`config.mk`:
```
export PLATFORM = sky130hd
export DESIGN_NAME = script_lexer_byte_stream
export DESIGN_NICKNAME = d
export VERILOG_FILES = /design/src/design/slb_pkg.sv /design/src/design/slb_front.sv /design/src/design/slb_fifo.sv /design/src/design/slb_back.sv /design/src/design/script_lexer_byte_stream.sv
export SDC_FILE = /design/constraint.sdc
export NUM_CORES = 1
export LEC_CHECK = 0
export ABC_AREA = 0
export BUFFER_PORTS_ARGS = -buffer_cell sky130_fd_sc_hd__buf_2
export CAP_MARGIN = 30
export CORE_MARGIN = 2
export CORE_UTILIZATION = 35
export DETAILED_ROUTE_END_ITERATION = 10
export SETUP_SLACK_MARGIN = 0.1
export SLEW_MARGIN = 20
export SYNTH_ARGS = -nofsm -noshare
export SYNTH_HDL_FRONTEND = slang
export SYNTH_SLANG_ARGS = --single-unit
```
`constraint.sdc`:
```
create_clock -name clk_i -period 23.6 [get_ports clk_i]
set_clock_uncertainty 0.05 [all_clocks]
set_input_delay 2.36 -clock clk_i [delete_from_list [all_inputs] [get_ports clk_i]]
set_output_delay 2.36 -clock clk_i [all_outputs]
set_load 0.02 [all_outputs]
```
`src/design/slb_pkg.sv`:
```
// Shared constants and types for the script lexer byte stream block.
// No dependencies; every other design file refers to this package by scoped name.
`timescale 1ns / 1ps
`default_nettype none

package slb_pkg;

  localparam int unsigned OFFSET_BITS_DEF = 32;
  localparam int unsigned LENGTH_BITS_DEF = 16;
  localparam int unsigned LINE_BITS_DEF   = 20;

  localparam int unsigned KIND_BITS   = 4;
  // A byte closes at most a held token, emits its own and ends the source.
  localparam int unsigned SLOT_COUNT  = 3;
  localparam int unsigned QUEUE_DEPTH = 4;

  typedef enum logic [KIND_BITS-1:0] {
    KIND_SEPARATOR = 4'd0,
    KIND_ASSIGN    = 4'd1,
    KIND_METHOD    = 4'd2,
    KIND_OPERATOR  = 4'd3,
    KIND_CONDITION = 4'd4,
    KIND_NUMBER    = 4'd5,
    KIND_OTHER     = 4'd6,
    KIND_LINE_END  = 4'd7,
    KIND_CODE_END  = 4'd8
  } token_kind_e;

endpackage

`default_nettype wire

```
`src/design/slb_front.sv`:
```
// Lexer front end: accepts source bytes, tracks held tokens and words, and
// builds one bundle of up to three tokens per byte. Depends on slb_pkg.
`timescale 1ns / 1ps
`default_nettype none

module slb_front #(
  parameter int unsigned OFFSET_BITS = slb_pkg::OFFSET_BITS_DEF,
  parameter int unsigned LENGTH_BITS = slb_pkg::LENGTH_BITS_DEF,
  parameter int unsigned LINE_BITS   = slb_pkg::LINE_BITS_DEF,
  localparam int unsigned TOKEN_BITS =
    1 + slb_pkg::KIND_BITS + OFFSET_BITS + LENGTH_BITS + LINE_BITS
) (
  input  wire logic                                     clk_i,
  input  wire logic                                     rst_ni,
  input  wire logic                                     in_valid_i,
  input  wire logic [7:0]                               code_byte_i,
  input  wire logic                                     end_of_code_i,
  input  wire logic                                     full_i,
  output logic                                          push_o,
  output logic [slb_pkg::SLOT_COUNT*TOKEN_BITS-1:0]     bundle_o
);

  typedef enum logic [2:0] {
    PEND_NONE, PEND_WORD, PEND_GT, PEND_LT, PEND_EQ, PEND_BANG, PEND_MINUS, PEND_STAR
  } pend_e;

  typedef enum logic [2:0] {
    NS_START, NS_INT, NS_DOT, NS_FRAC, NS_DEAD
  } shape_e;

  localparam logic [3:0] KW_START       = 4'd0;
  localparam logic [3:0] KW_USE_FIRST   = 4'd1;
  localparam logic [3:0] KW_USE_DONE    = 4'd3;
  localparam logic [3:0] KW_PRINT_FIRST = 4'd4;
  localparam logic [3:0] KW_PRINT_DONE  = 4'd8;
  localparam logic [3:0] KW_INPUT_FIRST = 4'd9;
  localparam logic [3:0] KW_INPUT_DONE  = 4'd13;
  localparam logic [3:0] KW_DEAD        = 4'd14;

  localparam logic [7:0] CH_LF = 8'h0A;
  localparam logic [7:0] CH_HT = 8'h09;
  localparam logic [7:0] CH_VT = 8'h0B;
  localparam logic [7:0] CH_FF = 8'h0C;
  localparam logic [7:0] CH_CR = 8'h0D;

  // Byte expected after each keyword match step; zero where no step follows.
  function automatic logic [7:0] kw_expect(input logic [3:0] k);
    logic [7:0] e;
    unique case (k)
      4'd1:    e = "s";
      4'd2:    e = "e";
      4'd4:    e = "r";
      4'd5:    e = "i";
      4'd6:    e = "n";
      4'd7:    e = "t";
      4'd9:    e = "n";
      4'd10:   e = "p";
      4'd11:   e = "u";
      4'd12:   e = "t";
      default: e = 8'h00;
    endcase
    return e;
  endfunction

  function automatic logic [3:0] kw_next(input logic [3:0] k, input logic [7:0] b);
    logic [7:0] e;
    logic [3:0] r;
    e = kw_expect(k);
    if (k == KW_START) begin
      r = (b == "u") ? KW_USE_FIRST : (b == "p") ? KW_PRINT_FIRST :
          (b == "i") ? KW_INPUT_FIRST : KW_DEAD;
    end else if (e != 8'h00 && e == b) begin
      r = k + 4'd1;
    end else begin
      r = KW_DEAD;
    end
    return r;
  endfunction

  function automatic shape_e ns_next(input shape_e s, input logic [7:0] b);
    logic   digit;
    shape_e r;
    digit = (b >= "0") && (b <= "9");
    unique case (s)
      NS_START:        r = digit ? NS_INT : NS_DEAD;
      NS_INT:          r = digit ? NS_INT : ((b == ".") ? NS_DOT : NS_DEAD);
      NS_DOT, NS_FRAC: r = digit ? NS_FRAC : NS_DEAD;
      default:         r = NS_DEAD;
    endcase
    return r;
  endfunction

  function automatic logic is_space(input logic [7:0] b);
    return b == " " || b == CH_HT || b == CH_CR || b == CH_VT || b == CH_FF;
  endfunction

  function automatic logic is_word(input logic [7:0] b);
    logic op;
    op = b == "+" || b == "-" || b == "*" || b == "/" || b == "%" || b == ">" ||
         b == "<" || b == "=" || b == "!" || b == "[" || b == "]" || b == "(" ||
         b == ")" || b == ";" || b == "," || b == ":";
    return !(is_space(b) || b == CH_LF || op);
  endfunction

  function automatic logic [TOKEN_BITS-1:0] make_tok(
    input slb_pkg::token_kind_e   kind,
    input logic [OFFSET_BITS-1:0] start,
    input logic [LENGTH_BITS-1:0] len,
    input logic [LINE_BITS-1:0]   line
  );
    return {1'b1, kind, start, len, line};
  endfunction

  // Close a held token as it stands.
  function automatic logic [TOKEN_BITS-1:0] flush_tok(
    input pend_e                  p,
    input logic [3:0]             kp,
    input shape_e                 ns,
    input logic [LENGTH_BITS-1:0] len,
    input logic [OFFSET_BITS-1:0] start,
    input logic [LINE_BITS-1:0]   line
  );
    slb_pkg::token_kind_e   kind;
    logic [TOKEN_BITS-1:0]  t;
    logic [LENGTH_BITS-1:0] one;
    one = LENGTH_BITS'(1);
    t   = '0;
    unique case (p)
      PEND_WORD: begin
        if (kp == KW_USE_DONE || kp == KW_PRINT_DONE || kp == KW_INPUT_DONE) begin
          kind = slb_pkg::KIND_METHOD;
        end else if (ns == NS_INT || ns == NS_FRAC) begin
          kind = slb_pkg::KIND_NUMBER;
        end else begin
          kind = slb_pkg::KIND_OTHER;
        end
        t = make_tok(kind, start, len, line);
      end
      PEND_GT, PEND_LT:      t = make_tok(slb_pkg::KIND_CONDITION, start, one, line);
      PEND_EQ:               t = make_tok(slb_pkg::KIND_ASSIGN, start, one, line);
      PEND_MINUS, PEND_STAR: t = make_tok(slb_pkg::KIND_OPERATOR, start, one, line);
      default:               t = '0;
    endcase
    return t;
  endfunction

  pend_e                  pend_q, pend_n, pend_d;
  logic [OFFSET_BITS-1:0] start_q, start_n, start_d;
  logic [LENGTH_BITS-1:0] len_q, len_n, len_d, len_inc;
  logic [3:0]             kp_q, kp_n, kp_d;
  shape_e                 ns_q, ns_n, ns_d;
  logic [OFFSET_BITS-1:0] pos_q, pos_d, pos_inc;
  logic [LINE_BITS-1:0]   line_q, line_n, line_d;
  logic                   consumed;
  logic                   accept;
  logic [TOKEN_BITS-1:0]  tok_a, tok_b, tok_c;

  assign accept  = in_valid_i && !full_i;
  assign len_inc = (&len_q) ? len_q : len_q + LENGTH_BITS'(1);
  assign pos_inc = pos_q + OFFSET_BITS'(1);

  always_comb begin
    consumed = 1'b0;
    tok_a    = '0;
    tok_b    = '0;
    tok_c    = '0;
    pend_n   = pend_q;
    start_n  = start_q;
    len_n    = len_q;
    kp_n     = kp_q;
    ns_n     = ns_q;
    line_n   = line_q;

    // Try to extend the held token with this byte.
    unique case (pend_q)
      PEND_WORD: begin
        if (is_word(code_byte_i)) begin
          consumed = 1'b1;
          kp_n     = kw_next(kp_q, code_byte_i);
          ns_n     = ns_next(ns_q, code_byte_i);
          len_n    = len_inc;
        end
      end
      PEND_GT, PEND_LT, PEND_EQ, PEND_BANG: begin
        if (code_byte_i == "=") begin
          consumed = 1'b1;
          tok_a    = make_tok(slb_pkg::KIND_CONDITION, start_q, LENGTH_BITS'(2), line_q);
        end
      end
      PEND_MINUS: begin
        if (code_byte_i == ">") begin
          consumed = 1'b1;
          tok_a    = make_tok(slb_pkg::KIND_ASSIGN, start_q, LENGTH_BITS'(2), line_q);
        end
      end
      PEND_STAR: begin
        if (code_byte_i == "*") begin
          consumed = 1'b1;
          tok_a    = make_tok(slb_pkg::KIND_OPERATOR, start_q, LENGTH_BITS'(2), line_q);
        end
      end
      default: ;
    endcase

    if (consumed && pend_q != PEND_WORD) begin
      pend_n  = PEND_NONE;
      start_n = '0;
      len_n   = '0;
      kp_n    = KW_START;
      ns_n    = NS_START;
    end

    if (!consumed) begin
      tok_a   = flush_tok(pend_q, kp_q, ns_q, len_q, start_q, line_q);
      pend_n  = PEND_NONE;
      start_n = '0;
      len_n   = '0;
      kp_n    = KW_START;
      ns_n    = NS_START;
      unique case (code_byte_i)
        CH_LF: begin
          tok_b  = make_tok(slb_pkg::KIND_LINE_END, pos_q, LENGTH_BITS'(1), line_q);
          line_n = (&line_q) ? line_q : line_q + LINE_BITS'(1);
        end
        "[", "]", "(", ")", ";", ",":
          tok_b = make_tok(slb_pkg::KIND_SEPARATOR, pos_q, LENGTH_BITS'(1), line_q);
        ":":
          tok_b = make_tok(slb_pkg::KIND_ASSIGN, pos_q, LENGTH_BITS'(1), line_q);
        "+", "/", "%":
          tok_b = make_tok(slb_pkg::KIND_OPERATOR, pos_q, LENGTH_BITS'(1), line_q);
        ">": begin pend_n = PEND_GT;    start_n = pos_q; end
        "<": begin pend_n = PEND_LT;    start_n = pos_q; end
        "=": begin pend_n = PEND_EQ;    start_n = pos_q; end
        "!": begin pend_n = PEND_BANG;  start_n = pos_q; end
        "-": begin pend_n = PEND_MINUS; start_n = pos_q; end
        "*": begin pend_n = PEND_STAR;  start_n = pos_q; end
        " ", CH_HT, CH_CR, CH_VT, CH_FF: ;
        default: begin
          pend_n  = PEND_WORD;
          start_n = pos_q;
          len_n   = LENGTH_BITS'(1);
          kp_n    = kw_next(KW_START, code_byte_i);
          ns_n    = ns_next(NS_START, code_byte_i);
        end
      endcase
    end

    pend_d  = pend_n;
    start_d = start_n;
    len_d   = len_n;
    kp_d    = kp_n;
    ns_d    = ns_n;
    pos_d   = pos_inc;
    line_d  = line_n;

    // Final byte: close whatever is held, report code end, drop all state.
    if (end_of_code_i) begin
      if (!tok_b[TOKEN_BITS-1]) begin
        tok_b = flush_tok(pend_n, kp_n, ns_n, len_n, start_n, line_q);
      end
      tok_c   = make_tok(slb_pkg::KIND_CODE_END, pos_inc, '0, line_n);
      pend_d  = PEND_NONE;
      start_d = '0;
      len_d   = '0;
      kp_d    = KW_START;
      ns_d    = NS_START;
      pos_d   = '0;
      line_d  = '0;
    end
  end

  assign push_o   = accept &&
                    (tok_a[TOKEN_BITS-1] || tok_b[TOKEN_BITS-1] || tok_c[TOKEN_BITS-1]);
  assign bundle_o = {tok_c, tok_b, tok_a};

  always_ff @(posedge clk_i or negedge rst_ni) begin
    if (!rst_ni) begin
      pend_q  <= PEND_NONE;
      start_q <= '0;
      len_q   <= '0;
      kp_q    <= KW_START;
      ns_q    <= NS_START;
      pos_q   <= '0;
      line_q  <= '0;
    end else if (accept) begin
      pend_q  <= pend_d;
      start_q <= start_d;
      len_q   <= len_d;
      kp_q    <= kp_d;
      ns_q    <= ns_d;
      pos_q   <= pos_d;
      line_q  <= line_d;
    end
  end

endmodule

`default_nettype wire

```
`src/design/slb_fifo.sv`:
```
// Token bundle queue between the lexer front end and the output stage.
// Small flop array with read and write pointers; depth from slb_pkg.
`timescale 1ns / 1ps
`default_nettype none

module slb_fifo #(
  parameter int unsigned WIDTH = 8,
  parameter int unsigned DEPTH = slb_pkg::QUEUE_DEPTH
) (
  input  wire logic             clk_i,
  input  wire logic             rst_ni,
  input  wire logic             push_i,
  input  wire logic [WIDTH-1:0] data_i,
  input  wire logic             pop_i,
  output logic                  full_o,
  output logic                  valid_o,
  output logic [WIDTH-1:0]      data_o
);

  localparam int unsigned PTR_BITS = $clog2(DEPTH);
  localparam int unsigned CNT_BITS = $clog2(DEPTH + 1);
  localparam logic [PTR_BITS-1:0] LAST_PTR = PTR_BITS'(DEPTH - 1);

  logic [WIDTH-1:0]    mem_q [DEPTH];
  logic [PTR_BITS-1:0] wr_q, rd_q;
  logic [CNT_BITS-1:0] count_q;

  assign full_o  = count_q == CNT_BITS'(DEPTH);
  assign valid_o = count_q != '0;
  assign data_o  = mem_q[rd_q];

  always_ff @(posedge clk_i) begin
    if (push_i) begin
      mem_q[wr_q] <= data_i;
    end
  end

  always_ff @(posedge clk_i or negedge rst_ni) begin
    if (!rst_ni) begin
      wr_q    <= '0;
      rd_q    <= '0;
      count_q <= '0;
    end else begin
      if (push_i) begin
        wr_q <= (wr_q == LAST_PTR) ? '0 : wr_q + PTR_BITS'(1);
      end
      if (pop_i) begin
        rd_q <= (rd_q == LAST_PTR) ? '0 : rd_q + PTR_BITS'(1);
      end
      unique case ({push_i, pop_i})
        2'b10:   count_q <= count_q + CNT_BITS'(1);
        2'b01:   count_q <= count_q - CNT_BITS'(1);
        default: count_q <= count_q;
      endcase
    end
  end

endmodule

`default_nettype wire

```
`src/design/slb_back.sv`:
```
// Output stage: walks the valid slots of the head bundle, one token per
// transaction, into a registered output. Depends on slb_pkg.
`timescale 1ns / 1ps
`default_nettype none

module slb_back #(
  parameter int unsigned OFFSET_BITS = slb_pkg::OFFSET_BITS_DEF,
  parameter int unsigned LENGTH_BITS = slb_pkg::LENGTH_BITS_DEF,
  parameter int unsigned LINE_BITS   = slb_pkg::LINE_BITS_DEF,
  localparam int unsigned TOKEN_BITS =
    1 + slb_pkg::KIND_BITS + OFFSET_BITS + LENGTH_BITS + LINE_BITS
) (
  input  wire logic                                   clk_i,
  input  wire logic                                   rst_ni,
  input  wire logic                                   head_valid_i,
  input  wire logic [slb_pkg::SLOT_COUNT*TOKEN_BITS-1:0] head_i,
  output logic                                        pop_o,
  input  wire logic                                   out_stall_i,
  output logic                                        out_valid_o,
  output logic [slb_pkg::KIND_BITS-1:0]               token_kind_o,
  output logic [OFFSET_BITS-1:0]                      start_offset_o,
  output logic [LENGTH_BITS-1:0]                      token_length_o,
  output logic [LINE_BITS-1:0]                        line_number_o,
  output logic                                        run_end_o
);

  localparam int unsigned SLOTS    = slb_pkg::SLOT_COUNT;
  localparam int unsigned SEL_BITS = $clog2(SLOTS);
  localparam int unsigned LEN_LSB  = LINE_BITS;
  localparam int unsigned POS_LSB  = LINE_BITS + LENGTH_BITS;
  localparam int unsigned KIND_LSB = POS_LSB + OFFSET_BITS;

  logic [SLOTS-1:0]                done_q, slot_valid, remaining, sel_oh;
  logic [SEL_BITS-1:0]             sel_idx;
  logic [TOKEN_BITS-1:0]           tok;
  logic                            last_slot, load;
  logic                            out_valid_q, run_end_q;
  logic [slb_pkg::KIND_BITS-1:0]   kind_q;
  logic [OFFSET_BITS-1:0]          start_q;
  logic [LENGTH_BITS-1:0]          length_q;
  logic [LINE_BITS-1:0]            line_q;

  always_comb begin
    for (int k = 0; k < SLOTS; k++) begin
      slot_valid[k] = head_i[k*TOKEN_BITS + TOKEN_BITS - 1];
    end
    remaining = slot_valid & ~done_q;
    // Lowest remaining slot goes out first.
    sel_oh    = remaining & (~remaining + SLOTS'(1));
    sel_idx   = '0;
    for (int k = 0; k < SLOTS; k++) begin
      if (sel_oh[k]) begin
        sel_idx = SEL_BITS'(k);
      end
    end
    tok       = head_i[sel_idx*TOKEN_BITS +: TOKEN_BITS];
    last_slot = (remaining & ~sel_oh) == '0;
  end

  assign load  = head_valid_i && (!out_valid_q || !out_stall_i);
  assign pop_o = load && last_slot;

  always_ff @(posedge clk_i or negedge rst_ni) begin
    if (!rst_ni) begin
      out_valid_q <= 1'b0;
      done_q      <= '0;
    end else if (load) begin
      out_valid_q <= 1'b1;
      done_q      <= last_slot ? '0 : (done_q | sel_oh);
    end else if (!out_stall_i) begin
      out_valid_q <= 1'b0;
    end
  end

  always_ff @(posedge clk_i) begin
    if (load) begin
      kind_q    <= tok[KIND_LSB +: slb_pkg::KIND_BITS];
      start_q   <= tok[POS_LSB +: OFFSET_BITS];
      length_q  <= tok[LEN_LSB +: LENGTH_BITS];
      line_q    <= tok[LINE_BITS-1:0];
      run_end_q <= last_slot;
    end
  end

  assign out_valid_o    = out_valid_q;
  assign token_kind_o   = kind_q;
  assign start_offset_o = start_q;
  assign token_length_o = length_q;
  assign line_number_o  = line_q;
  assign run_end_o      = run_end_q;

endmodule

`default_nettype wire

```
`src/design/script_lexer_byte_stream.sv`:
```
// Byte-stream lexer: takes one source byte per transaction and reports tokens
// (kind, start offset, length, line) one per transaction on the output side.
// Any byte may be accepted in the cycle after the previous one while the queue
// is not full; the front end turns each byte into a bundle of zero to three
// tokens in that same cycle and writes any nonempty bundle into a four-entry
// bundle queue, and the output register drains one token per cycle while the
// output is not stalled. A byte's tokens pass through the bundle queue and then
// the output register. Sustained input is one byte per cycle while bytes average
// no more than one token each and the output is not stalled; input stalls only
// when the queue is full. No clearing pass after reset.
// Depends on slb_pkg, slb_front, slb_fifo and slb_back.
`timescale 1ns / 1ps
`default_nettype none

module script_lexer_byte_stream #(
  parameter int unsigned OFFSET_BITS = slb_pkg::OFFSET_BITS_DEF,
  parameter int unsigned LENGTH_BITS = slb_pkg::LENGTH_BITS_DEF,
  parameter int unsigned LINE_BITS   = slb_pkg::LINE_BITS_DEF
) (
  input  wire logic                          clk_i,
  input  wire logic                          rst_ni,
  input  wire logic                          in_valid_i,
  output logic                               in_stall_o,
  input  wire logic [7:0]                    code_byte_i,
  input  wire logic                          end_of_code_i,
  output logic                               out_valid_o,
  input  wire logic                          out_stall_i,
  output logic [slb_pkg::KIND_BITS-1:0]      token_kind_o,
  output logic [OFFSET_BITS-1:0]             start_offset_o,
  output logic [LENGTH_BITS-1:0]             token_length_o,
  output logic [LINE_BITS-1:0]               line_number_o,
  output logic                               run_end_o
);

  localparam int unsigned TOKEN_BITS =
    1 + slb_pkg::KIND_BITS + OFFSET_BITS + LENGTH_BITS + LINE_BITS;
  localparam int unsigned BUNDLE_BITS = slb_pkg::SLOT_COUNT * TOKEN_BITS;

  logic                   push, pop, fifo_full, head_valid;
  logic [BUNDLE_BITS-1:0] bundle, head;

  assign in_stall_o = fifo_full;

  slb_front #(
    .OFFSET_BITS (OFFSET_BITS),
    .LENGTH_BITS (LENGTH_BITS),
    .LINE_BITS   (LINE_BITS)
  ) u_front (
    .clk_i         (clk_i),
    .rst_ni        (rst_ni),
    .in_valid_i    (in_valid_i),
    .code_byte_i   (code_byte_i),
    .end_of_code_i (end_of_code_i),
    .full_i        (fifo_full),
    .push_o        (push),
    .bundle_o      (bundle)
  );

  slb_fifo #(
    .WIDTH (BUNDLE_BITS),
    .DEPTH (slb_pkg::QUEUE_DEPTH)
  ) u_fifo (
    .clk_i   (clk_i),
    .rst_ni  (rst_ni),
    .push_i  (push),
    .data_i  (bundle),
    .pop_i   (pop),
    .full_o  (fifo_full),
    .valid_o (head_valid),
    .data_o  (head)
  );

  slb_back #(
    .OFFSET_BITS (OFFSET_BITS),
    .LENGTH_BITS (LENGTH_BITS),
    .LINE_BITS   (LINE_BITS)
  ) u_back (
    .clk_i          (clk_i),
    .rst_ni         (rst_ni),
    .head_valid_i   (head_valid),
    .head_i         (head),
    .pop_o          (pop),
    .out_stall_i    (out_stall_i),
    .out_valid_o    (out_valid_o),
    .token_kind_o   (token_kind_o),
    .start_offset_o (start_offset_o),
    .token_length_o (token_length_o),
    .line_number_o  (line_number_o),
    .run_end_o      (run_end_o)
  );

`ifndef SYNTH
  a_code_end_closes_run: assert property (@(posedge clk_i) disable iff (!rst_ni)
    out_valid_o && token_kind_o == slb_pkg::KIND_CODE_END |->
      run_end_o && token_length_o == '0)
    else $error("code end token not last of its run or nonzero length");

  a_pop_has_head: assert property (@(posedge clk_i) disable iff (!rst_ni)
    pop |-> head_valid)
    else $error("bundle popped from empty queue");

  a_no_push_when_full: assert property (@(posedge clk_i) disable iff (!rst_ni)
    fifo_full |-> !push)
    else $error("bundle pushed into full queue");
`endif

endmodule

`default_nettype wire
```
==> impl_metrics.csv <==
group,metric,value,unit
global_route,grtUsageMet2,25.71,%
global_route,grtUsageTotal,15.54,%
run,max-cap-violations,0,
place,gp_congestion,0.8120,
drt,drtPass1Iterations,5,
min_path,hold-path-cell-count,1,
synthesis,synth_edf_count,861,
outcome,status,"completed",
synthesis,yosysSeqAreaShare,68.98,%
setup_path,cp_max_fo,54,
power_and_ir_drop,p_per_area,119.9,nW/um2
timing,max_slew_margin,28.06,%
cts,clk_latency,0.67,ns
setup_path,worstReg2RegStart,"u_front.pend_q[2]",
cts,hold_buffers,0,
setup_path,arrival,8.35,ns
synthesis,synth_warnings,0,
cells_and_area,syn_to_final_growth,13.30,%
min_path,whs_endpoint,"u_back.done_q[2]",
setup_path,start_kind,"input port",
global_route,grt_use_met1,21.08,%
cts,htreeDepth,3,
timing,final-setup-viol-count,0,
place,place_area,43950,um2
floorplan,start_util,35.37,%
synthesis,syn-cell-area,41870,um2
drt,post_drt_wl_per_cell,21.45,um
setup_path,rrSetupSlack,17.25,ns
setup_path,reg2reg_to,"u_fifo.mem_q[0][161]",
synthesis,async_reset_ff_share,12.32,%
cts,numCtsBuffers,101,
global_route,grt_pass1_wl,145400,um
synthesis,avgSynthCellArea,15.50,um2
setup_path,cp.required,23.84,ns
timing,hold_violations,0,
drt,vias,22880,
setup_path,reg2regPathDepth,15,
cells_and_area,multi_input_area,12150,um2
cts,clk_pin_slew,0.06,ns
floorplan,die_height,349.9,um
min_path,hp-class,"reg2reg",
synthesis,syn-instance-count,2702,
setup_path,cp-startpoint,"code_byte_i[2]",
floorplan,core.rowCount,126,
min_path,min_from,"u_back.done_q[2]",
setup_path,crit_path_end_kind,"register",
cts,cts_buffer_depth,3,
global_route,grt_max_degree,155,
cells_and_area,nets,2759,
global_route,top_usage_layer,"met2",
timing,fin_crit_sh,34.38,%
drt,wl,94760,um
cts,cts_sinks,982,
cts,cts_tree,"done",
power_and_ir_drop,finalPower,5.686,mW
drt,drc,0,
global_route,antenna_found_initial,7,
floorplan,core,118400,um2
synthesis,syn-num-nets,2733,
power_and_ir_drop,power_leakage,16.33,nW
cells_and_area,seqCellArea,28890,um2
cells_and_area,final_area,47440,um2
timing,whs,0.4337,ns
timing,fmax,123.2,MHz
floorplan,die_w,349.9,um
cells_and_area,layout-drive-gt1-share,18.44,%
power_and_ir_drop,ir_drop,90.56,uV
drt,via_per_inst,5.179,
global_route,use_met3,2.376,%
timing,grt_setup_unrepaired,"no",
cts,postCtsResizedCells,0,
timing,slew_viol_final,0,
cells_and_area,nFillCells,10660,
floorplan,fp.dieArea,122400,um2
timing,period_needed,8.114,ns
setup_path,crit_type,"in2reg",
synthesis,ys.flop_type,"edfxtp_1",
synthesis,synth.ff_latch_count,982,
cts,cts_root_buffer,"clkbuf_16",
cts,cts_setup_buffers,0,
global_route,grt_overflow,0,
global_route,first_global_vias,23470,
drt,drt_iter0_drc,1839,
drt,ant_nets,0,
place,hpwl,54270,um
timing,tns,0,ns
timing,tightestPinTransition,1.079,ns
floorplan,num_io_pins,88,
synthesis,ys_types,72,
place,portBuffers,87,
synth_stat cells, types with 24 or more instances:
cell type    n  area [um2]
a21boi_0    33       247.7
a21oi_1     74       370.4
a22o_1      38       332.8
and2_1      36       225.2
and3_1      33       206.5
clkbuf_1   169       634.4
dfrtp_1    121        3028
edfxtp_1   861       25850
inv_1       24       90.09
mux2i_1     79       790.8
mux4_2     199        4482
nand2_1    307        1152
nand3_1     39       195.2
nor2_1     133       499.2
nor2b_1     62       387.9
nor3_1      42       210.2
o21ai_0    172       860.8
xnor2_1     33       289.0
xor2_1      34       297.8
how the worst max path moves through the flow:
stage	to	slack, ns	cells after the start
3_3_place_gp	u_fifo.mem_q[0][161]	14.62	14
4_1_cts	u_fifo.mem_q[0][161]	15.44	15
6_report	u_fifo.mem_q[0][161]	15.49	15
2_1_floorplan	u_fifo.mem_q[0][0]	13.63	10
5_1_grt	u_fifo.mem_q[0][161]	15.04	15
3_5_place_dp	u_fifo.mem_q[0][161]	14.74	15
placed cells by master (no fill, tap or decap), types with 12 or more instances in the layout:
| cell type | instances |
|---|---|
| nand3_1 | 39 |
| a22o_1 | 38 |
| nand2b_1 | 13 |
| o21ai_0 | 172 |
| edfxtp_1 | 861 |
| nand2_1 | 307 |
| mux2i_1 | 79 |
| nor3_1 | 40 |
| bufinv_16 | 15 |
| clkinv_2 | 16 |
| buf_2 | 86 |
| nand4_1 | 12 |
| and3_1 | 33 |
| clkinv_1 | 19 |
| dfrtp_1 | 119 |
| a21oi_1 | 73 |
| buf_4 | 36 |
| xor2_1 | 34 |
| clkbuf_16 | 102 |
| ha_1 | 17 |
| inv_1 | 23 |
| nor2b_1 | 60 |
| nor2_1 | 130 |
| clkbuf_1 | 16 |
| mux4_2 | 199 |
| and2_1 | 32 |
| a21boi_0 | 33 |
| xnor2_1 | 33 |
flip-flops by register name, summed over array words and instances, names as in the netlist, 2 cells and up:
| signal | flops |
|---|---|
| u_fifo.mem_q | 788 |
| u_back.start_offset_o | 32 |
| u_front.pos_q | 32 |
| u_front.start_q | 32 |
| u_back.line_number_o | 20 |
| u_front.line_q | 20 |
| u_back.token_length_o | 16 |
| u_front.len_q | 16 |
| u_back.token_kind_o | 4 |
| u_front.kp_q | 4 |
| u_back.done_q | 3 |
| u_fifo.count_q | 3 |
| u_front.ns_q | 3 |
| u_front.pend_q | 3 |
| u_fifo.rd_q | 2 |
| u_fifo.wr_q | 2 |
area by class of cell:
type | count | area share [%]
inverters | 24 | 0.1899
clock inverters | 67 | 1.656
clock buffers | 122 | 5.623
well taps | 1600 | 4.220
flip-flops and latches | 982 | 60.89
multi-input cells | 1490 | 25.62
repair buffers | 129 | 1.785
diodes | 3 | 0.01582
critical path: stages:
cell,delay (ns)
buf_2,0.34
nand2b_1,0.34
a211oi_1,0.09
o211a_1,0.27
and4b_1,0.88
a211oi_2,0.16
buf_4,0.25
or3_1,0.35
a21boi_4,0.15
buf_4,0.42
a31oi_2,0.50
and2_4,0.65
buf_4,0.55
buf_12,0.31
buf_4,0.64
metal layers:
layer,vias to the layer above,part of all wire (%),wire length (um)
met2,527,49,46070
met5,-,0.014,13
met3,138,4.7,4440
met4,2,2.5,2345
li1,10400,-,-
met1,11810,44,41900
cells by family after synthesis:
logic type                 share of synthesized area, %
adders and majority gates                        0.5558
DFF                                               68.98
and+or+nand+nor                                   8.161
muxes                                             12.73
xor gates and xnor gates                          1.455
AOI/OAI and AO/OA                                 5.937
buffers and inverters                             2.187
stage by stage:
step | instances | utilization [%] | setup WS [ns]
2_1_floorplan | 2702 | - | 13.63
3_3_place_gp | 4221 | 37.08 | 14.62
5_1_grt | 4415 | 40.07 | 15.04
6_report | 4417 | 40.07 | 15.49
4_1_cts | 4413 | 40.04 | 15.44
3_5_place_dp | 4224 | 37.13 | 14.74
power by group:
group | leakage [nW] | internal [mW] | total, mW | switching (mW)
Combinational | 4.72 | 0.615 | 1.61 | 0.995
Sequential | 9.94 | 2.28 | 2.43 | 0.154
Clock | 1.67 | 0.974 | 1.65 | 0.672
Total | 16.3 | 3.87 | 5.69 | 1.82
No activity file was read; power rests on OpenSTA's default activity.
